<file path="config.mk">
export PLATFORM = sky130hd
export DESIGN_NAME = hid_message_fragmenter
export DESIGN_NICKNAME = d
export VERILOG_FILES = /design/src/rtl/hidmf_pkg.sv /design/src/rtl/hidmf_in_stage.sv /design/src/rtl/hidmf_emit.sv /design/src/rtl/hid_message_fragmenter.sv
export VERILOG_INCLUDE_DIRS = /design/src /design/src/rtl
export SDC_FILE = /design/constraint.sdc
export NUM_CORES = 1
export LEC_CHECK = 0
export BUFFER_PORTS_ARGS = -buffer_cell sky130_fd_sc_hd__buf_2
export CORE_ASPECT_RATIO = 0.8
export CORE_MARGIN = 2
export CORE_UTILIZATION = 38
export CTS_BUF_LIST = sky130_fd_sc_hd__clkbuf_4 sky130_fd_sc_hd__clkbuf_8 sky130_fd_sc_hd__clkbuf_16
export DETAILED_ROUTE_END_ITERATION = 7
export GPL_TIMING_DRIVEN = 0
export SLEW_MARGIN = 20
export SYNTH_ARGS = -nofsm -noshare
export SYNTH_HDL_FRONTEND = slang
export SYNTH_SLANG_ARGS = --single-unit
</file>
<file path="constraint.sdc">
create_clock -name clk -period 6.6 [get_ports clk]
set_input_delay 0.99 -clock clk [delete_from_list [all_inputs] [get_ports clk]]
set_output_delay 0.99 -clock clk [all_outputs]
set_load 0.03 [all_outputs]
</file>
<file path="src/rtl/hid_message_fragmenter_defines.svh">
// Assertion macros shared by the HID message fragmenter RTL
`ifndef HID_MESSAGE_FRAGMENTER_DEFINES_SVH
`define HID_MESSAGE_FRAGMENTER_DEFINES_SVH

// check a consequence in the same cycle
`define HIDMF_ASSERT_NOW(lbl, ante, cons, msg) \
	lbl: assert property (@(posedge clk) disable iff (!arst_n) (ante) |-> (cons)) \
		else $error(msg);

// check a consequence in the cycle after the antecedent
`define HIDMF_ASSERT_NEXT(lbl, ante, cons, msg) \
	lbl: assert property (@(posedge clk) disable iff (!arst_n) (ante) |=> (cons)) \
		else $error(msg);

`endif

</file>
<file path="src/rtl/hidmf_pkg.sv">
// Types and constants of the HID message fragmenter
package hidmf_pkg;

	localparam int CHAN_W = 32;
	localparam int CMD_W  = 8;
	localparam int LEN_W  = 16;
	localparam int BYTE_W = 8;
	localparam int REM_W  = 13;
	localparam int SEQ_W  = 7;

	localparam logic KIND_START = 1'b0;
	localparam logic KIND_BYTE  = 1'b1;

	localparam int CMD_INIT_BIT = 7;

	localparam int CHAN_BYTES     = 4;
	localparam int HDR_CMD_POS    = 4;
	localparam int HDR_LEN_HI_POS = 5;
	localparam int HDR_LEN_LO_POS = 6;
	localparam int HDR_INIT_LEN   = 7;
	localparam int CONT_SEQ_POS   = 4;
	localparam int HDR_CONT_LEN   = 5;

	typedef enum logic [1:0] {
		ST_OK         = 2'd0,
		ST_BAD_ARGS   = 2'd1,
		ST_NO_MESSAGE = 2'd2
	} status_t;

	typedef enum logic [1:0] {
		PH_NEW,
		PH_HEAD,
		PH_PAD
	} phase_t;

	typedef struct packed {
		logic              kind;
		logic [CHAN_W-1:0] channel_id;
		logic [CMD_W-1:0]  command;
		logic [LEN_W-1:0]  length;
		logic [BYTE_W-1:0] payload_byte;
	} hidmf_in_t;

	typedef struct packed {
		logic [BYTE_W-1:0] report_byte;
		logic              end_of_report;
		logic              end_of_message;
		logic              end_of_run;
		status_t           status;
	} hidmf_out_t;

	typedef struct packed {
		logic fire;
		logic done;
	} hidmf_step_t;

endpackage

</file>
<file path="src/rtl/hidmf_in_stage.sv">
// Input register of the HID message fragmenter
module hidmf_in_stage (
	input  logic                   clk,
	input  logic                   arst_n,
	input  logic                   item_valid,
	output logic                   item_stall,
	input  hidmf_pkg::hidmf_in_t   item,
	input  hidmf_pkg::hidmf_step_t step,
	output logic                   valid_s1,
	output hidmf_pkg::hidmf_in_t   item_s1
);
	import hidmf_pkg::*;

	logic release_s1;
	logic accept;

	assign release_s1 = step.fire && step.done;
	assign item_stall = valid_s1 && !release_s1;
	assign accept     = item_valid && !item_stall;

	always_ff @(posedge clk or negedge arst_n) begin
		if (!arst_n) begin
			valid_s1 <= 1'b0;
		end else if (accept) begin
			valid_s1 <= 1'b1;
		end else if (release_s1) begin
			valid_s1 <= 1'b0;
		end
	end

	always_ff @(posedge clk) begin
		if (accept) begin
			item_s1 <= item;
		end
	end

endmodule

</file>
<file path="src/rtl/hidmf_emit.sv">
// Report byte generator and message state of the HID message fragmenter
module hidmf_emit #(
	parameter int REPORT_SIZE = 64,
	parameter int MAX_MESSAGE = 7609
) (
	input  logic                   clk,
	input  logic                   arst_n,
	input  logic                   valid_s1,
	input  hidmf_pkg::hidmf_in_t   item_s1,
	input  logic                   adv,
	output hidmf_pkg::hidmf_out_t  res,
	output hidmf_pkg::hidmf_step_t step
);
	import hidmf_pkg::*;

	localparam int POS_W = $clog2(REPORT_SIZE);
	localparam logic [POS_W-1:0] POS_LAST = POS_W'(REPORT_SIZE - 1);

	phase_t            phase_q, phase_d;
	logic              in_msg_q, in_msg_d;
	logic [CHAN_W-1:0] chan_q, chan_d;
	logic [REM_W-1:0]  rem_q, rem_d;
	logic [SEQ_W-1:0]  seq_q, seq_d;
	logic [POS_W-1:0]  pos_q, pos_d;

	logic              fire;
	logic              done;
	logic              pad_go;
	logic              is_new;
	logic              bad;
	logic              hdr_cont;
	logic              at_end;
	logic [POS_W-1:0]  p;
	logic [BYTE_W-1:0] start_byte;
	logic [BYTE_W-1:0] cont_byte;

	function automatic logic [BYTE_W-1:0] chan_byte(logic [CHAN_W-1:0] c, logic [1:0] i);
		return BYTE_W'(c >> {~i, 3'b000});
	endfunction

	assign fire   = valid_s1 && adv;
	assign is_new = phase_q == PH_NEW;
	assign p      = (is_new && item_s1.kind == KIND_START) ? '0 : pos_q;
	assign at_end = p == POS_LAST;
	assign bad    = item_s1.channel_id == '0 || !item_s1.command[CMD_INIT_BIT]
		|| item_s1.length > LEN_W'(MAX_MESSAGE);
	assign hdr_cont = (phase_q == PH_HEAD || pos_q == '0) && p < POS_W'(HDR_CONT_LEN);

	always_comb begin
		if (p < POS_W'(CHAN_BYTES)) begin
			start_byte = chan_byte(item_s1.channel_id, p[1:0]);
		end else if (p == POS_W'(HDR_CMD_POS)) begin
			start_byte = item_s1.command;
		end else if (p == POS_W'(HDR_LEN_HI_POS)) begin
			start_byte = item_s1.length[LEN_W-1:BYTE_W];
		end else begin
			start_byte = item_s1.length[BYTE_W-1:0];
		end
	end

	assign cont_byte = (p < POS_W'(CHAN_BYTES)) ? chan_byte(chan_q, p[1:0])
		: BYTE_W'(seq_q);

	always_comb begin
		res          = '0;
		res.status   = ST_OK;
		done         = 1'b0;
		pad_go       = 1'b0;
		in_msg_d     = in_msg_q;
		chan_d       = chan_q;
		rem_d        = rem_q;
		seq_d        = seq_q;
		pos_d        = pos_q;
		unique case (phase_q)
			PH_PAD: begin
				if (at_end) begin
					res.end_of_report  = 1'b1;
					res.end_of_message = 1'b1;
					res.end_of_run     = 1'b1;
					done               = 1'b1;
					in_msg_d           = 1'b0;
					pos_d              = '0;
				end else begin
					pos_d = p + 1'b1;
				end
			end
			PH_NEW, PH_HEAD: begin
				if (item_s1.kind == KIND_START) begin
					if (is_new && bad) begin
						res.status     = ST_BAD_ARGS;
						res.end_of_run = 1'b1;
						done           = 1'b1;
						in_msg_d       = 1'b0;
						pos_d          = '0;
					end else begin
						res.report_byte = start_byte;
						if (is_new) begin
							chan_d   = item_s1.channel_id;
							seq_d    = '0;
							rem_d    = item_s1.length[REM_W-1:0];
							in_msg_d = 1'b0;
						end
						if (p == POS_W'(HDR_LEN_LO_POS)) begin
							pos_d = POS_W'(HDR_INIT_LEN);
							if (item_s1.length == '0) begin
								pad_go = 1'b1;
							end else begin
								in_msg_d       = 1'b1;
								res.end_of_run = 1'b1;
								done           = 1'b1;
							end
						end else begin
							pos_d = p + 1'b1;
						end
					end
				end else if (is_new && !in_msg_q) begin
					res.status     = ST_NO_MESSAGE;
					res.end_of_run = 1'b1;
					done           = 1'b1;
				end else if (hdr_cont) begin
					res.report_byte = cont_byte;
					if (p == POS_W'(CONT_SEQ_POS)) begin
						seq_d = seq_q + 1'b1;
					end
					pos_d = p + 1'b1;
				end else begin
					res.report_byte = item_s1.payload_byte;
					rem_d           = rem_q - 1'b1;
					if (rem_q == REM_W'(1)) begin
						if (at_end) begin
							res.end_of_report  = 1'b1;
							res.end_of_message = 1'b1;
							res.end_of_run     = 1'b1;
							done               = 1'b1;
							in_msg_d           = 1'b0;
							pos_d              = '0;
						end else begin
							pad_go = 1'b1;
							pos_d  = p + 1'b1;
						end
					end else if (at_end) begin
						res.end_of_report = 1'b1;
						res.end_of_run    = 1'b1;
						done              = 1'b1;
						pos_d             = '0;
					end else begin
						res.end_of_run = 1'b1;
						done           = 1'b1;
						pos_d          = p + 1'b1;
					end
				end
			end
			default: begin
			end
		endcase
	end

	always_comb begin
		phase_d = phase_q;
		if (fire) begin
			if (done) begin
				phase_d = PH_NEW;
			end else if (pad_go || phase_q == PH_PAD) begin
				phase_d = PH_PAD;
			end else begin
				phase_d = PH_HEAD;
			end
		end
	end

	always_ff @(posedge clk or negedge arst_n) begin
		if (!arst_n) begin
			phase_q  <= PH_NEW;
			in_msg_q <= 1'b0;
			chan_q   <= '0;
			rem_q    <= '0;
			seq_q    <= '0;
			pos_q    <= '0;
		end else if (fire) begin
			phase_q  <= phase_d;
			in_msg_q <= in_msg_d;
			chan_q   <= chan_d;
			rem_q    <= rem_d;
			seq_q    <= seq_d;
			pos_q    <= pos_d;
		end
	end

	assign step.fire = fire;
	assign step.done = done;

endmodule

</file>
<file path="src/rtl/hid_message_fragmenter.sv">
// Top level of the HID message fragmenter
//
// Input channel (item_valid, item_stall, item): one transaction is either the
// start of a message (channel, command, length) or one payload byte.
// Output channel (report_valid, report_stall, report): one transaction per
// report byte, with end-of-report, end-of-message and end-of-run flags and a
// status code; a rejected start or a stray payload byte gives one result.
// An accepted transaction is held in the input register and its results are
// written to the output register, one result per cycle while the receiver
// does not stall: a payload byte inside a report gives one result, a start
// gives the header bytes or a full report when the length is zero, and a
// byte that opens or closes a report adds the header or padding bytes.
// A new transaction is taken in the cycle the last result of the previous
// one is written to the output register.
// Reset clears the message state and empties both registers; no message is
// open afterwards. When the receiver stalls, the output register holds its
// byte and the input stalls once the held transaction has no room to move.
`include "hid_message_fragmenter_defines.svh"

module hid_message_fragmenter #(
	parameter int REPORT_SIZE = 64,
	parameter int MAX_MESSAGE = 7609
) (
	input  logic                  clk,
	input  logic                  arst_n,
	input  logic                  item_valid,
	output logic                  item_stall,
	input  hidmf_pkg::hidmf_in_t  item,
	output logic                  report_valid,
	input  logic                  report_stall,
	output hidmf_pkg::hidmf_out_t report
);
	import hidmf_pkg::*;

	logic        valid_s1;
	hidmf_in_t   item_s1;
	hidmf_out_t  res;
	hidmf_step_t step;
	logic        adv;
	logic        report_valid_s2;
	hidmf_out_t  report_s2;

	assign adv = !report_valid_s2 || !report_stall;

	hidmf_in_stage u_in_stage (
		.clk       (clk),
		.arst_n    (arst_n),
		.item_valid(item_valid),
		.item_stall(item_stall),
		.item      (item),
		.step      (step),
		.valid_s1  (valid_s1),
		.item_s1   (item_s1)
	);

	hidmf_emit #(
		.REPORT_SIZE(REPORT_SIZE),
		.MAX_MESSAGE(MAX_MESSAGE)
	) u_emit (
		.clk     (clk),
		.arst_n  (arst_n),
		.valid_s1(valid_s1),
		.item_s1 (item_s1),
		.adv     (adv),
		.res     (res),
		.step    (step)
	);

	always_ff @(posedge clk or negedge arst_n) begin
		if (!arst_n) begin
			report_valid_s2 <= 1'b0;
		end else if (step.fire) begin
			report_valid_s2 <= 1'b1;
		end else if (adv) begin
			report_valid_s2 <= 1'b0;
		end
	end

	always_ff @(posedge clk) begin
		if (step.fire) begin
			report_s2 <= res;
		end
	end

	assign report_valid = report_valid_s2;
	assign report       = report_s2;

	`HIDMF_ASSERT_NEXT(a_fire_loads, step.fire, report_valid_s2, "result lost after emit")
	`HIDMF_ASSERT_NOW(a_empty_takes, !valid_s1, !item_stall, "input stalled while empty")
	`HIDMF_ASSERT_NOW(a_eom_closes, report_valid_s2 && report_s2.end_of_message, report_s2.end_of_report && report_s2.end_of_run, "message end not at report end")
	`HIDMF_ASSERT_NOW(a_err_single, report_valid_s2 && report_s2.status != ST_OK, report_s2.end_of_run && !report_s2.end_of_report, "error result not alone")

endmodule

</file>
==> qor.yml, run 1 <==
status:
  status: "finished clean"
hold_path:
  hold_path.class: "in2async"
worst_setup_path:
  cp-startpoint: "u_emit.phase_q[0]$_DFFE_PN0P_"
  crit_path_top_delay_cell: "dfrtp_1"
  worstPathCellList: "clkbuf_1, o31ai_1, inv_1, buf_1, ha_1, and4_1, nand2_1, a32o_1, o31ai_1, a21oi_1, buf_2"
  crit_family: "buffers and inverters"
  worstPathArrival_ns: 3.85
  worstSetupPathType: "reg2out"
  cp_num_buf_inv: 4
  r2r-end: "u_in_stage.item_s1[2]$_DFFE_PP_"
  r2r-start: "u_emit.phase_q[0]$_DFFE_PN0P_"
  end_kind: "output pin"
  critPathRequiredTime_ns: 5.61
  r2r.worst_path.cells: 12
  start_kind: "flip-flop"
  cpMostUsedCell: "o31ai_1"
  max_stage_delay_ns: 0.47
  rrSetupSlack_ns: 2.37
  crit_fanout: 11
yosys:
  yosysTopAreaCell: "edfxtp_1"
  synth.most_common_cell: "edfxtp_1"
  ys.flop_type: "edfxtp_1"
  ys_top_cells_by_count: "78 x edfxtp_1, 63 x dfrtp_1, 54 x nand2_1"
  yosys.area.top_type_share_pct: 33.6
  synth-seq-area-share_pct: 56.3
  syn_avg_cell_area_sq_um: 11.1
  syn_inst: 625
  synth_edf_count: 78
  syn_nets: 702
  synth_top_cells_by_area: "edfxtp_1 34%, dfrtp_1 23%, mux2_2 5.5%"
  yosysWarnings: 0
  synth_async_sr_flop_share_pct: 44.7
  synth.ff_latch_count: 141
  synth_cell_types: 58
  synth.cell_area_sq_um: 6960
finish:
  drive_above_1_share_pct: 22.9
  instances_no_fill: 973
  fillers: 1673
  syn2layout_area_growth_pct: 19.4
  num-nets-final: 807
  n_antenna_cell: 0
  final_util_pct: 46.0
sta:
  fin_crit_ns: 4.84
  drv_slew: 0
  hold_viol_final: 0
  tightest_slew_ns: 1.11
  skew_ns: 0.0102
  setup_violations: 0
  grt_setup_unrepaired: "false"
  tns_ns: 0
  post-route-period-util_pct: 73.3
  fin_ws_ns: 1.76
  relSlewSlack_pct: 25.3
  whs_ns: 0.460
  clock.fmax_mhz: 207
floorplan:
  core_sq_um: 18100
  die_area_sq_um: 19400
  rows: 44
  die_h_um: 125
  io_pins: 84
  initial_utilization_pct: 38.6
  die_w_um: 155
place:
  placed_cells: 941
  place_congestion: 0.933
  portBuffers: 83
  pre_cts_ws_ns: 2.29
  dp_hpwl_um: 14900
clock_network:
  clkTransAtPathRegs_ns: 0.06
  clockBufferDepth: 2
  htree_levels: 4
  post_cts_buffers: 0
  cts_buffers: 17
  cts.repair.resized: 0
  clock_latency_ns: 0.44
  numClockSinks: 141
  cts_tree: "done"
  cts-root-buf: "clkbuf_16"
  cts_hold_buf: 0
power:
  power_density_nw_per_um2: 420
  power.leakage_nw: 3.35
  ir_drop_mv: 0.252
global_route:
  grt_antenna_before_repair: 0
  grt_pass1_wl_um: 31900
  grt_max_degree: 41
  grt_pass1_vias: 5680
  grt.total_usage_pct: 21.4
  overflow: 0
drt:
  wirelength_um: 20400
  wl_per_cell_um: 20.9
  initialDrtViolationCount: 649
  dr_total_vias: 5844
  drc: 0
  via_per_inst: 6.01
  drt.antenna.violating_nets: 0
  dr.pass1.iters: 8
run:
  maxCapViolCount: 0
-- placed cells by master (no fill, tap or decap), types with 10 or more instances in the layout --
cell,n
buf_2,90
edfxtp_1,78
dfrtp_1,63
nand2_1,54
a21oi_1,39
o21ai_0,37
mux2_2,34
nor2_1,30
clkbuf_1,25
inv_1,24
nand3_1,23
mux2i_1,17
clkbuf_16,17
nor4_1,16
a31oi_1,15
nor3_1,14
o31ai_1,13
nand4_1,10
-- how the worst max path moves through the flow --
stage	cells after the start	slack, ns	end
finish	11	1.76	item_stall
global route	11	1.51	item_stall
CTS	11	1.81	item_stall
detailed placement	11	2.29	item_stall
global placement	11	-0.96	u_in_stage.item_s1[1]$_DFFE_PP_
floorplan	11	0.67	u_in_stage.item_s1[0]$_DFFE_PP_
-- layer usage --
layer	vias to the layer above	global-route usage (%)	share of wire, %
li1	2622	-	-
met1	2835	31.2	45
met2	353	30.7	43
met3	34	5.65	9.7
met4	0	7.66	1.9
met5	-	0	0
-- through the flow --
stage	instance area (sq um)	power [mW]
after floorplan	6960	2.13
after global placement	7670	2.50
after detailed placement	7750	2.55
after CTS	8310	3.48
after global routing	8310	3.67
final	8310	3.49
-- registers in the layout (all words and copies together) (netlist names) --
name	cells
u_emit.chan_q	32
report	13
report_valid	1
u_emit.in_msg_q	1
u_in_stage.item_s1	65
u_emit.rem_q	13
u_emit.phase_q	2
u_emit.pos_q	6
u_emit.seq_q	7
u_in_stage.valid_s1	1
-- logic make-up after synthesis --
logic type      count (synthesis)  synth area share, %
compound gates                177                 17.4
flops                         141                 56.3
xor+xnor                        1                0.126
mux                            51                 7.94
simple gates                  185                 13.4
fa+ha+maj                       8                 1.44
buf+inv                        62                 3.49
-- worst reg2reg max path, stage by stage (launching register included) --
cell and delay [ns]:
dfrtp_1 0.47, clkbuf_1 0.40, o31ai_1 0.17, inv_1 0.23
buf_1 0.47, ha_1 0.38, and4_1 0.28, nand2_1 0.13
a32o_1 0.29, o31ai_1 0.24, a21oi_1 0.14, nor2b_4 0.44
buf_12 0.27
-- cell type report --
cell class	count	area, sq um	area share [%]
Inverter	25	93.8	1.13
Sequential cell	141	3920	47.1
Clock buffer	17	425	5.12
Timing Repair Buffer	86	485	5.84
Multi-Input combinational cell	422	2820	33.9
Tap cell	230	288	3.46
Buffer	37	150	1.81
Clock inverter	15	135	1.63
-- report_power, final --
part | internal, mW | switching, mW
logic | 0.423 | 0.770
clock network | 0.524 | 0.400
registers | 1.19 | 0.182
No activity file was read; power rests on OpenSTA's default activity.
==> run 2, diff against run 1 <==
==> constraint.sdc (replaced) <==
create_clock -name clk -period 4.8 [get_ports clk]
set_input_delay 0.72 -clock clk [delete_from_list [all_inputs] [get_ports clk]]
set_output_delay 0.72 -clock clk [all_outputs]
set_load 0.03 [all_outputs]
==> qor.yml, run 2 (same netlist as run 1, synthesis figures left out) <==
global_route:
  overflow: 0
  grt_antenna_before_repair: 0
  grt_max_degree: 42
  grt_pass1_wl_um: 31600
  grt_pass1_vias: 5598
  grt.total_usage_pct: 21.2
sta:
  setup_violations: 0
  grt_setup_unrepaired: "false"
  post-route-period-util_pct: 94.4
  tightest_slew_ns: 1.10
  fin_ws_ns: 0.271
  drv_slew: 0
  fin_crit_ns: 4.53
  hold_viol_final: 0
  clock.fmax_mhz: 221
  relSlewSlack_pct: 25.7
  skew_ns: 0.0101
finish:
  instances_no_fill: 974
  final_cell_mix: "90 x buf_2, 78 x edfxtp_1, 63 x dfrtp_1, 54 x nand2_1, 39 x a21oi_1"
  largest_reg_flops: 65
  num-nets-final: 808
  drive_above_1_share_pct: 23.4
  syn2layout_area_growth_pct: 19.5
  n_antenna_cell: 0
  reg_top3: "u_in_stage.item_s1 (65), u_emit.chan_q (32)"
  final_common_cell: "buf_2"
  top_register: "u_in_stage.item_s1"
drt:
  drc: 2
  via_per_inst: 6.01
  wirelength_um: 20200
  initialDrtViolationCount: 1042
  dr_total_vias: 5851
  wl_per_cell_um: 20.7
  dr.pass1.iters: 8
  drt.antenna.violating_nets: 0
worst_setup_path:
  r2r.worst_path.cells: 13
  crit_fanout: 11
  worstSetupEndpoint: "item_stall"
  worstSetupPathType: "reg2out"
  worstPathArrival_ns: 3.81
  r2r-start: "u_in_stage.item_s1[64]$_DFFE_PP_"
  rrSetupSlack_ns: 0.60
  r2r-end: "report[12]$_SDFFCE_PP0P_"
  start_kind: "flip-flop"
  cp-startpoint: "u_emit.phase_q[0]$_DFFE_PN0P_"
  critPathRequiredTime_ns: 4.08
  end_kind: "output pin"
floorplan:
  die_w_um: 155
  rows: 44
  core_sq_um: 18100
  io_pins: 84
  die_h_um: 125
  initial_utilization_pct: 38.6
  die_area_sq_um: 19400
clock_network:
  clock_latency_ns: 0.43
  clkTransAtPathRegs_ns: 0.07
  cts_buffers: 17
  cts-root-buf: "clkbuf_16"
  numClockSinks: 141
  htree_levels: 4
  cts_tree: "done"
  clockBufferDepth: 2
place:
  place_congestion: 0.922
  pre_cts_ws_ns: 0.421
  dp_hpwl_um: 14700
  portBuffers: 83
  placed_cells: 941
power:
  power_density_nw_per_um2: 577
  power.leakage_nw: 3.35
  ir_drop_mv: 0.264
status:
  status: "finished with violations"
  failed_checks: "DRC"
hold_path:
  hold_path.class: "in2async"
run:
  maxCapViolCount: 0
[run 2: cell types whose count changed in the layout (fill, tap and decap cells not counted), sizes merged]
cell      before  now
inv           31   27
clkbuf        43   46
clkinvlp       0    2
buf           97   98
clkinv         8    7
[run 2: per-stage QoR]
stage	TNS, ns	util (%)	power (mW)	cell area [sq um]	hold slack [ns]
after CTS	0	46.1	4.77	8320	0.193
final	0	46.1	4.80	8330	0.193
after detailed placement	0	42.9	3.50	7750	0.494
after global placement	-66.27	42.5	3.43	7670	0.485
after floorplan	0	-	2.93	6970	0.424
after global routing	0	46.1	5.05	8330	0.209
[run 2: critical path, stage by stage (launching register included)]
cell and delay (ns):
dfrtp_1 0.46, clkbuf_1 0.41, o31ai_1 0.19, inv_1 0.22, buf_1 0.49, ha_1 0.37
and4_1 0.27, nand2_1 0.12, a32o_1 0.28, o31ai_1 0.23, a21oi_1 0.12, buf_2 0.21
[run 2: worst min path at each step]
stage / start / end / slack [ns] / cells past startpoint
5_1_grt: arst_n / report_valid$_DFFE_PN0P_ / 0.21 / 1
3_3_place_gp: u_in_stage.valid_s1$_DFFE_PN0P_ / report_valid$_DFFE_PN0P_ / 0.49 / 1
4_1_cts: arst_n / u_in_stage.valid_s1$_DFFE_PN0P_ / 0.19 / 1
6_report: arst_n / u_emit.rem_q[7]$_DFFE_PN0P_ / 0.19 / 1
2_1_floorplan: arst_n / report_valid$_DFFE_PN0P_ / 0.42 / 0
3_5_place_dp: u_emit.chan_q[7]$_DFFE_PN0P_ / u_emit.chan_q[7]$_DFFE_PN0P_ / 0.49 / 1
[run 2: repair_timing]
item / in CTS / in global routing
resized for setup: 0 / 0
hold buffers: 0 / 0
setup endpoints to repair: 0 / 30
buffers inserted: 0 / 1
[run 2: final cells by class]
cell class / count / area [sq um]
Inverter: 25 / 93.8
Clock buffer: 20 / 448
Multi-Input combinational cell: 422 / 2820
Buffer: 37 / 150
Clock inverter: 12 / 116
Sequential cell: 141 / 3920
Timing Repair Buffer: 87 / 493
Fill cell: 1687 / 9730
Tap cell: 230 / 288
[run 2: per-layer routing]
metal / vias to the layer above / GRT usage (%) / part of all wire, %
met3: 35 / 5.48 / 9.7
met2: 391 / 30.0 / 43
met1: 2797 / 32.0 / 46
met5: - / 0 / 0
met4: 0 / 6.21 / 1.5
li1: 2628 / - / -
[run 2: power by group]
group | switching [mW] | total (mW) | leakage (nW) | internal [mW]
clock network | 0.532 | 1.27 | 0.276 | 0.734
logic | 1.06 | 1.65 | 1.51 | 0.584
registers | 0.249 | 1.89 | 1.56 | 1.64
total | 1.84 | 4.80 | 3.35 | 2.96
==> run 3, diff against run 2 <==
--- a/config.mk
+++ b/config.mk
@@ -6,12 +6,12 @@
 export SDC_FILE = /design/constraint.sdc
 export NUM_CORES = 1
 export LEC_CHECK = 0
-export BUFFER_PORTS_ARGS = -buffer_cell sky130_fd_sc_hd__buf_2
 export CORE_ASPECT_RATIO = 0.8
 export CORE_MARGIN = 2
 export CORE_UTILIZATION = 38
 export CTS_BUF_LIST = sky130_fd_sc_hd__clkbuf_4 sky130_fd_sc_hd__clkbuf_8 sky130_fd_sc_hd__clkbuf_16
 export DETAILED_ROUTE_END_ITERATION = 7
+export DONT_BUFFER_PORTS = 1
 export GPL_TIMING_DRIVEN = 0
 export SLEW_MARGIN = 20
 export SYNTH_ARGS = -nofsm -noshare
==> qor.yml, run 3 (same netlist as run 1, synthesis figures left out) <==
sta:
  clock.fmax_mhz: 224
  whs_ns: 0.173
  tns_ns: 0
  relSlewSlack_pct: 30.2
  grt_setup_unrepaired: "false"
  skew_ns: 0.0107
  tightest_slew_ns: 1.04
  hold_viol_final: 0
  fin_crit_ns: 4.46
  post-route-period-util_pct: 92.8
  setup_violations: 0
  drv_slew: 0
worst_setup_path:
  crit_fanout: 11
  end_kind: "output pin"
  worstPathArrival_ns: 3.74
  worstSetupPathType: "reg2out"
  critPathRequiredTime_ns: 4.08
  start_kind: "flip-flop"
  r2r.worst_path.cells: 13
floorplan:
  rows: 44
  die_w_um: 155
  die_h_um: 125
  io_pins: 84
  initial_utilization_pct: 38.6
  die_area_sq_um: 19400
  core_sq_um: 18100
clock_network:
  clock_latency_ns: 0.43
  clkTransAtPathRegs_ns: 0.06
  htree_levels: 4
  cts_buffers: 17
  numClockSinks: 141
  cts_tree: "done"
  cts-root-buf: "clkbuf_16"
  clockBufferDepth: 2
global_route:
  grt_antenna_before_repair: 0
  overflow: 0
  grt_pass1_vias: 5317
  grt_pass1_wl_um: 31500
  grt.total_usage_pct: 21.3
  grt_max_degree: 64
finish:
  syn2layout_area_growth_pct: 13.7
  design_area_sq_um: 7920
  reg_top3: "u_in_stage.item_s1 (65), u_emit.chan_q (32)"
  drive_above_1_share_pct: 13.8
  final_common_cell: "edfxtp_1"
  instances_no_fill: 891
  largest_reg_flops: 65
  final_cell_mix: "78 x edfxtp_1, 63 x dfrtp_1, 54 x nand2_1, 38 x a21oi_1, 37 x o21ai_0"
  num-nets-final: 725
  n_antenna_cell: 0
  top_register: "u_in_stage.item_s1"
drt:
  dr_total_vias: 5544
  drc: 5
  wirelength_um: 20300
  initialDrtViolationCount: 673
  drt.antenna.violating_nets: 0
  wl_per_cell_um: 22.8
  dr.pass1.iters: 8
  via_per_inst: 6.22
power:
  ir_drop_mv: 0.271
  total_power_mw: 4.76
  power.leakage_nw: 3.03
  power_density_nw_per_um2: 601
place:
  dpl_cell_area_sq_um: 7320
  placed_cells: 857
  place_congestion: 0.890
  portBuffers: 0
  dp_hpwl_um: 14700
status:
  failed_checks: "DRC"
  status: "finished with violations"
run:
  maxCapViolCount: 0
hold_path:
  hold_path.class: "in2async"
## run 3: path summary, 6_finish.rpt
| check | from | to | slack (ns) |
|---|---|---|---|
| max | u_emit.phase_q[0]$_DFFE_PN0P_ | item_stall | 0.34 |
| min | arst_n | u_emit.rem_q[12]$_DFFE_PN0P_ | 0.17 |
| min reg2reg | u_in_stage.valid_s1$_DFFE_PN0P_ | report_valid$_DFFE_PN0P_ | 0.51 |
| min in group clk | item[28] | u_in_stage.item_s1[28]$_DFFE_PP_ | 0.38 |
| max in group asynchronous | arst_n | u_emit.chan_q[4]$_DFFE_PN0P_ | 4.33 |
| max reg2reg | u_in_stage.item_s1[64]$_DFFE_PP_ | report[12]$_SDFFCE_PP0P_ | 0.50 |
## run 3: layout make-up
class | count | area (sq um)
timing repair buffer | 4 | 82.6
multi-input combinational | 422 | 2820
fill | 1681 | 10100
clock inverter | 12 | 113
clock buffer | 20 | 454
tap | 230 | 288
inverter | 25 | 93.8
sequential | 141 | 3920
buffer | 37 | 150
## run 3: per-stage QoR
stage,worst slack [ns],util [%]
after global routing,0.0926,43.9
final,0.345,43.9
after global placement,-1.21,40.2
after floorplan,0.0983,-
after detailed placement,0.328,40.5
after CTS,0.143,43.8
## run 3: what timing repair did
item                                   4_1_cts  5_1_grt
gates resized for setup                      0        1
endpoints found under the hold margin       63        0
setup buffers                                0        1
hold buffers                                 1        0
setup endpoints to repair                    0       33
## run 3: critical path, cell delays in order (launching register included)
cell	delay [ns]
dfrtp_1	0.47
clkbuf_1	0.43
o31ai_1	0.19
inv_1	0.22
buf_1	0.49
ha_1	0.39
and4_1	0.28
nand2_1	0.11
a32o_1	0.26
o31ai_1	0.29
a21oi_2	0.17
## run 3: layer usage
metal	vias to the layer above	global-route usage (%)	share of wire, %
met5	-	0	0
met4	0	6.37	1.2
met3	33	5.75	9.1
met2	333	29.9	43
met1	2716	32.3	47
li1	2462	-	-
## run 3: where the power goes
part / internal [mW] / leakage (nW) / switching [mW]
registers: 1.65 / 1.56 / 0.354
logic: 0.537 / 1.19 / 0.959
clock network: 0.742 / 0.280 / 0.520
total: 2.93 / 3.03 / 1.83
